`config.mk`:
```
export PLATFORM = sky130hd
export DESIGN_NAME = dikv_front_flat
export DESIGN_NICKNAME = d
export VERILOG_FILES = /design/src/hw/rtl/dikv_pkg.sv /design/src/hw/rtl/dikv_if.sv /design/src/hw/rtl/dikv_front.sv /design/src/flat_wrapper.sv
export SDC_FILE = /design/constraint.sdc
export NUM_CORES = 1
export LEC_CHECK = 0
export ABC_AREA = 0
export ABC_CLOCK_PERIOD_IN_PS = 2650
export BUFFER_PORTS_ARGS = -buffer_cell sky130_fd_sc_hd__buf_2
export CAP_MARGIN = 25
export CORE_UTILIZATION = 30
export DETAILED_ROUTE_END_ITERATION = 12
export HOLD_SLACK_MARGIN = 0.08
export PLACE_DENSITY = 0.52
export SLEW_MARGIN = 20
export SYNTH_ARGS = -nofsm -noshare
export SYNTH_HDL_FRONTEND = slang
export SYNTH_SLANG_ARGS = --single-unit
```
`constraint.sdc`:
```
create_clock -name clk -period 2.65 [get_ports clk]
set_input_delay 0 -clock clk [delete_from_list [all_inputs] [get_ports clk]]
set_output_delay 0 -clock clk [all_outputs]
set_load 0.01 [all_outputs]
```
`src/hw/rtl/dikv_pkg.sv`:
```
package dikv_pkg;

  localparam int CAPACITY    = 1024;
  localparam int VALUE_BITS  = 32;
  localparam int ADDR_W      = (CAPACITY > 1) ? $clog2(CAPACITY) : 1;
  localparam int WORD_W      = VALUE_BITS + 1;
  localparam int CMD_W       = 3;
  localparam int KEY_W       = 12;
  localparam int FIELD_W     = 32;
  localparam int COUNT_W     = 11;
  localparam int QUEUE_DEPTH = 2;
  localparam int QPTR_W      = $clog2(QUEUE_DEPTH);
  localparam int QFILL_W     = $clog2(QUEUE_DEPTH + 1);

  typedef logic [CMD_W-1:0]      cmd_t;
  typedef logic [KEY_W-1:0]      key_t;
  typedef logic [KEY_W:0]        key_ext_t;
  typedef logic [FIELD_W-1:0]    field_t;
  typedef logic [ADDR_W-1:0]     addr_t;
  typedef logic [VALUE_BITS-1:0] value_t;
  typedef logic [WORD_W-1:0]     word_t;
  typedef logic [COUNT_W-1:0]    count_t;

  localparam cmd_t CMD_PUT    = 3'd0;
  localparam cmd_t CMD_GET    = 3'd1;
  localparam cmd_t CMD_REMOVE = 3'd2;
  localparam cmd_t CMD_FIND   = 3'd3;
  localparam cmd_t CMD_CLEAR  = 3'd4;

  localparam addr_t    LAST_ADDR = addr_t'(CAPACITY - 1);
  localparam key_ext_t KEY_LIMIT = key_ext_t'(CAPACITY);

  typedef enum logic [2:0] {
    OP_PUT,
    OP_GET,
    OP_REMOVE,
    OP_FIND,
    OP_CLEAR,
    OP_NOP,
    OP_KEYERR
  } op_t;

  typedef struct packed {
    op_t    op;
    addr_t  addr;
    value_t value;
  } job_t;

  typedef enum logic [1:0] {
    ST_WIPE,
    ST_IDLE,
    ST_ACCESS,
    ST_SCAN
  } state_t;

  function automatic op_t classify(input cmd_t cmd, input key_t key);
    logic in_range;
    op_t  op;
    in_range = ({1'b0, key} < KEY_LIMIT);
    case (cmd)
      CMD_PUT:    op = in_range ? OP_PUT : OP_KEYERR;
      CMD_GET:    op = in_range ? OP_GET : OP_KEYERR;
      CMD_REMOVE: op = in_range ? OP_REMOVE : OP_KEYERR;
      CMD_FIND:   op = OP_FIND;
      CMD_CLEAR:  op = OP_CLEAR;
      default:    op = OP_NOP;
    endcase
    return op;
  endfunction

endpackage

```
`src/hw/rtl/dikv_if.sv`:
```
interface dikv_req_if;
  logic                 valid;
  logic                 ready;
  dikv_pkg::cmd_t       command;
  dikv_pkg::key_t       key;
  dikv_pkg::field_t     value;

  modport source (output valid, command, key, value, input ready);
  modport sink   (input valid, command, key, value, output ready);
endinterface


```
`src/hw/rtl/dikv_front.sv`:
```
module dikv_front (
  input  logic           clk,
  input  logic           rst,
  dikv_req_if.sink       req,
  output dikv_pkg::job_t head,
  output logic           head_valid,
  input  logic           pop
);

  dikv_pkg::job_t                     slots [dikv_pkg::QUEUE_DEPTH];
  logic [dikv_pkg::QPTR_W-1:0]        wr_ptr;
  logic [dikv_pkg::QPTR_W-1:0]        rd_ptr;
  logic [dikv_pkg::QFILL_W-1:0]       fill;
  logic                               push;
  logic                               take;
  dikv_pkg::job_t                     incoming;

  assign req.ready  = (fill != dikv_pkg::QFILL_W'(dikv_pkg::QUEUE_DEPTH));
  assign push       = req.valid && req.ready;
  assign head_valid = (fill != '0);
  assign take       = pop && head_valid;
  assign head       = slots[rd_ptr];

  // The command is decoded here, so the back end never looks at raw keys.
  always_comb begin
    incoming.op    = dikv_pkg::classify(req.command, req.key);
    incoming.addr  = req.key[dikv_pkg::ADDR_W-1:0];
    incoming.value = dikv_pkg::value_t'(req.value);
  end

  always_ff @(posedge clk) begin
    if (push) begin
      slots[wr_ptr] <= incoming;
    end
  end

  always_ff @(posedge clk) begin
    if (rst) begin
      wr_ptr <= '0;
      rd_ptr <= '0;
      fill   <= '0;
    end else begin
      if (push) begin
        wr_ptr <= wr_ptr + 1'b1;
      end
      if (take) begin
        rd_ptr <= rd_ptr + 1'b1;
      end
      if (push && !take) begin
        fill <= fill + 1'b1;
      end else if (take && !push) begin
        fill <= fill - 1'b1;
      end
    end
  end

endmodule

```
`src/flat_wrapper.sv`:
```
// flat-port wrapper written by rule: the top's interface ports become plain ports
module dikv_front_flat 
  (clk, rst, head, head_valid, pop, req_valid, req_command, req_key, req_value, req_ready);
  dikv_req_if req_i ();
  input  logic clk;
  input  logic rst;
  output dikv_pkg::job_t head;
  output logic head_valid;
  input  logic pop;
  input wire logic [$bits(req_i.valid)-1:0] req_valid;
  input wire logic [$bits(req_i.command)-1:0] req_command;
  input wire logic [$bits(req_i.key)-1:0] req_key;
  input wire logic [$bits(req_i.value)-1:0] req_value;
  output wire logic [$bits(req_i.ready)-1:0] req_ready;
  assign req_i.valid = req_valid;
  assign req_i.command = req_command;
  assign req_i.key = req_key;
  assign req_i.value = req_value;
  assign req_ready = req_i.ready;
  dikv_front u_core (.clk(clk), .rst(rst), .req(req_i), .head(head), .head_valid(head_valid), .pop(pop));
endmodule
```
-- Word level (Yosys, flattened, before mapping)
Memories as Yosys holds them, arrays and structs flattened. A register that Yosys moved wholly into a read port is not among the register bits.
Index checks and enable logic that the tools add are counted.
- add/subtract/negate cells: 4
- magnitude comparators: 1
- equality and inequality tests: 5
- mux-type cells: 10
- reductions and logical operators: 9
- operators with widths (cell ; count):
    3-bit case mux with 5 select lines ; 1
    12-bit by 11-bit less-than comparator with 1-bit output, second input constant ; 1
    3-bit two-way mux ; 3
    3-bit by 2-bit equality test with 1-bit output, second input constant ; 2
    1-bit logical AND ; 4
    1-bit two-way mux ; 4
    2-bit two-way mux ; 2
    2-bit nonzero test ; 2
    3-bit by 1-bit equality test with 1-bit output, second input constant ; 1
    3-bit equality test, second input constant ; 1
    3-bit zero test ; 1
    1-bit adder, second input constant ; 2
    2-bit by 1-bit adder with 2-bit output, second input constant ; 1
    1-bit zero test ; 2
    2-bit != test, second input constant ; 1
    2-bit by 1-bit subtractor with 2-bit output, second input constant ; 1
- flip-flop bits (word level): 4
- memory bits (writable): 90
- output and inout port bits: 47
- word-level logic and storage cells: 33
- memories kept: 1
- memory list (name ; words ; bits a word ; rd ports ; clocked after Yosys merged registers in ; wr ports ; line ; text):
    u_core.slots ; 2 ; 45 ; 1 ; 1 ; 1 ; dikv_front.sv:10 ; dikv_pkg::job_t slots [dikv_pkg::QUEUE_DEPTH];

-- Logic depth before layout (Yosys ltp)
- depth after elaboration: 6
- depth in mapped cells: 6

-- Worst setup path before layout
Ideal clock, no wire load.
- kind: reg-to-reg
- start: register u_core.fill[0] (netlist name)
- end: memory u_core.slots[1][0] (netlist name), enable pin
- setup time: 407 ps
- data arrival time: 1765 ps
- slack: 478 ps
- stages on the path, launching flop included: 3
- path buffers: 0
- clock period less this slack: 2172 ps
- path through: dfxtp_1 > nand2b_1 > and3_1
- cells in the longest elaborated chain, start to end: 4
- ends and longest elaborated chain (item ; line ; text):
    from (decl) ; dikv_front.sv:13 ; logic [dikv_pkg::QFILL_W-1:0] fill;
    from (signal assigned) ; dikv_front.sv:50 ; fill <= fill + 1'b1;
    from (signal assigned) ; dikv_front.sv:52 ; fill <= fill - 1'b1;
    2-bit != test ; dikv_front.sv:18 ; assign req.ready = (fill != dikv_pkg::QFILL_W'(dikv_pkg::QUEUE_DEPTH));
    net req_ready ; flat_wrapper.sv:14 ; output wire logic [$bits(req_i.ready)-1:0] req_ready;
    1-bit logical AND ; dikv_front.sv:19 ; assign push = req.valid && req.ready;
    1-bit two-way mux ; dikv_front.sv:32 ; if (push) begin
    1-bit two-way mux (not written as such) ; dikv_front.sv:33 ; slots[wr_ptr] <= incoming;
    to (decl) ; dikv_front.sv:10 ;
The timed path passes the listed nets, and every way through them passes these cells.

==> run metrics <==
maximum VDD drop 0.000396 V; Syn Inst Count 172; Top-Level Pins 98; DRT Pass-1 Iters 4; RSZ-0062 raised after global routing no; WP buf/inv 2; root buffer cell clkbuf_16; mapped cell area 3500 µm²; Switching Share 26.2%; Initial Util 30.7%; CP max stage delay 690 ps; count leader, synth edfxtp_1; warnings from Yosys 0; CTS clock-pin slew for the worst setup and hold paths 60 ps; flop-to-flop setup slack 920 ps; P_int 0.00314 W; area growth from synthesis to layout 41.4%; CTS tree yes; max_slew headroom 62.4%; total number of vias 2009; most area-consuming cells after synthesis edfxtp_1 (77%), mux2_2 (14%), dfxtp_1 (2.9%); Clock Latency Late Sink 330 ps; worst r2r path cells 3; clock group share of total power 29.1%; Crit Reg-Reg Endpoint u_core.slots[1][17]; power share of the combinational group 24.5%; worst-path cell chain buf_12 -> mux2_2 -> buf_2; hpwl dp 4.08 mm; Core ar. 11400 µm²; status completed; crit path max fanout 25; Hold Startpoint req_command[1]; synthesis-stage register bit count 95; hold path depth 3; Die Wd 110 µm; grt total ovfl 0; Crit Path Class flip-flop to primary output; Post-synth EDFFs 90; Worst Path Arrival 1810 ps; period utilization 68.2%; first-pass GRT wire length 9.51 mm; largest net degree at the start of global routing 27; Max Clk Rate 554 MHz; type of the most critical hold path input pin to flip-flop; Fin. Hold Viols 0; DIE AREA 12100 µm²; nets 377; Via density 4.25; number of nets with antenna violations after routing 0; Setup crit start kind flip-flop; worst hold slack 102 ps; WP data required 2650 ps; asr flop ratio synth 0%; largest area contributor in the netlist edfxtp_1; sequential area share after synthesis 80.0%; setup TNS 0 ps; routability cong. 0.644; PwrDens 859 nW/µm²; number of DRC markers in iteration 0 52; Top FF cell, synth edfxtp_1; initial antenna violation count 0; reg2reg start u_core.fill[0]; Port Buf Inserts 97; Synth top area share 77.1%; CTS Buf Count 9; Synth top cells by count edfxtp_1 (90), mux2_2 (45), nor2_1 (6), dfxtp_1 (5); NetSw 0.00112 W; WHS Endpoint u_core.slots[0][42]; Netlist cell types 19; Top delay family on crit path flip-flops; # setup viols final 0; Leak 1.87 nW; Mapped Nets 224; max_cap viols 0; # diodes 0; Worst setup EP type primary output; Row Count 39; share of layout cells above drive strength 1 50.3%; number of remaining DRC errors 0; Worst Max-Slew Pin Slew 564 ps; skew final 6.61 ps; synthesized area per cell 20.4 µm²; gr usage total 10.9%; Post-CTS Setup Bufs 0; max-slew violation count 0; total power draw 0.00426 W; Die H 110 µm; clk buf depth 2; Critical-path top delay cell dfxtp_2; clock sinks 95; Wirelength per Cell 13.6 µm; sequential power share 46.4%; vias in the first global route 2010; post-layout min period 1810 ps; final wirelength 6.44 mm; CTS HTree Levels 3
[registers in the layout, indices dropped and copies added, names as in the netlist, named ones only]
register and cells:
u_core.fill 2, u_core.rd_ptr 1, u_core.slots 90, u_core.wr_ptr 1
[metal layers]
layer,global-route usage (%),wire length (µm),up-vias
li1,-,-,972
met1,13.3,2900,967
met2,17.1,3030,61
met3,3.70,403,9
met4,5.43,111,0
met5,0,0,-
[layout by cell type, fill, tap and decap left out, drive strengths merged]
cell type      n
and2           1
clkinv         5
o21ai          2
clkbuf         9
buf          100
and3           1
nand2b         1
edfxtp        90
inv            2
a21oi          4
nor2           6
or2            2
a21bo          1
nor3           2
xor2           3
dlygate4sd3   47
dfxtp          5
ha             1
mux2          45
or3            1
bufinv         1
nand3b         1
[power groups by stage]
stage	combinational, W	sequential [W]	clock (W)
after floorplan	0.000660	0.00195	0
after global placement	0.00101	0.00200	0
after detailed placement	0.00101	0.00201	0
after CTS	0.00107	0.00198	0.00128
after global routing	0.00114	0.00200	0.00135
final	0.00104	0.00197	0.00124
[kinds of logic (layout without fill, tap and decap cells)]
family	after synthesis	count (layout)	share of synthesized area [%]
flip-flops	95	95	80.0
multiplexers	45	45	14.5
AND/OR/NAND/NOR	15	15	2.21
AO/OA/AOI/OAI	7	7	1.14
buffers and inverters	6	164	1.11
XOR/XNOR	3	3	0.750
adder cells (fa/ha/maj)	1	1	0.357
[through the flow]
step / util (%) / instances / area, µm² / worst slack [ps]
after floorplan: - / 172 / 3500 / 478
after global placement: 36.8 / 410 / 4200 / 909
after detailed placement: 36.8 / 410 / 4200 / 897
after CTS: 43.4 / 473 / 4950 / 780
after global routing: 43.4 / 473 / 4950 / 733
final: 43.4 / 473 / 4950 / 844
[final cells by class]
cell class | count | area (µm²)
fillers | 1050 | 6460
flip-flops and latches | 95 | 2800
repair buffers | 147 | 1020
multi-input cells | 71 | 664
clock buffers | 9 | 225
well taps | 143 | 179
clock inverters | 7 | 62.6
inverters | 1 | 3.75
[worst max-delay path by stage]
stage / startpoint / end / cells after the start / slack [ps]
finish: flip-flop / head[10] / 3 / 840
global route: flip-flop / head[11] / 3 / 730
CTS: flip-flop / head[10] / 3 / 780
detailed placement: u_core.fill[0] / u_core.slots[1][14] / 3 / 900
global placement: u_core.fill[0] / u_core.slots[1][14] / 3 / 910
floorplan: u_core.fill[0] / u_core.slots[1][0] / 2 / 480
[tightest hold or removal path, delay by kind of cell]
kind          cells  cell delay (ps)
buf+inv           1              110
simple gates      2              180
[timing repair]
| action | in CTS | in global routing |
|---|---|---|
| gates resized for setup | 0 | 0 |
| hold endpoints to repair | 95 | 0 |
| hold buffers | 47 | 0 |
| endpoints found under the setup margin | 0 | 0 |
No activity file was read; power rests on OpenSTA's default activity.
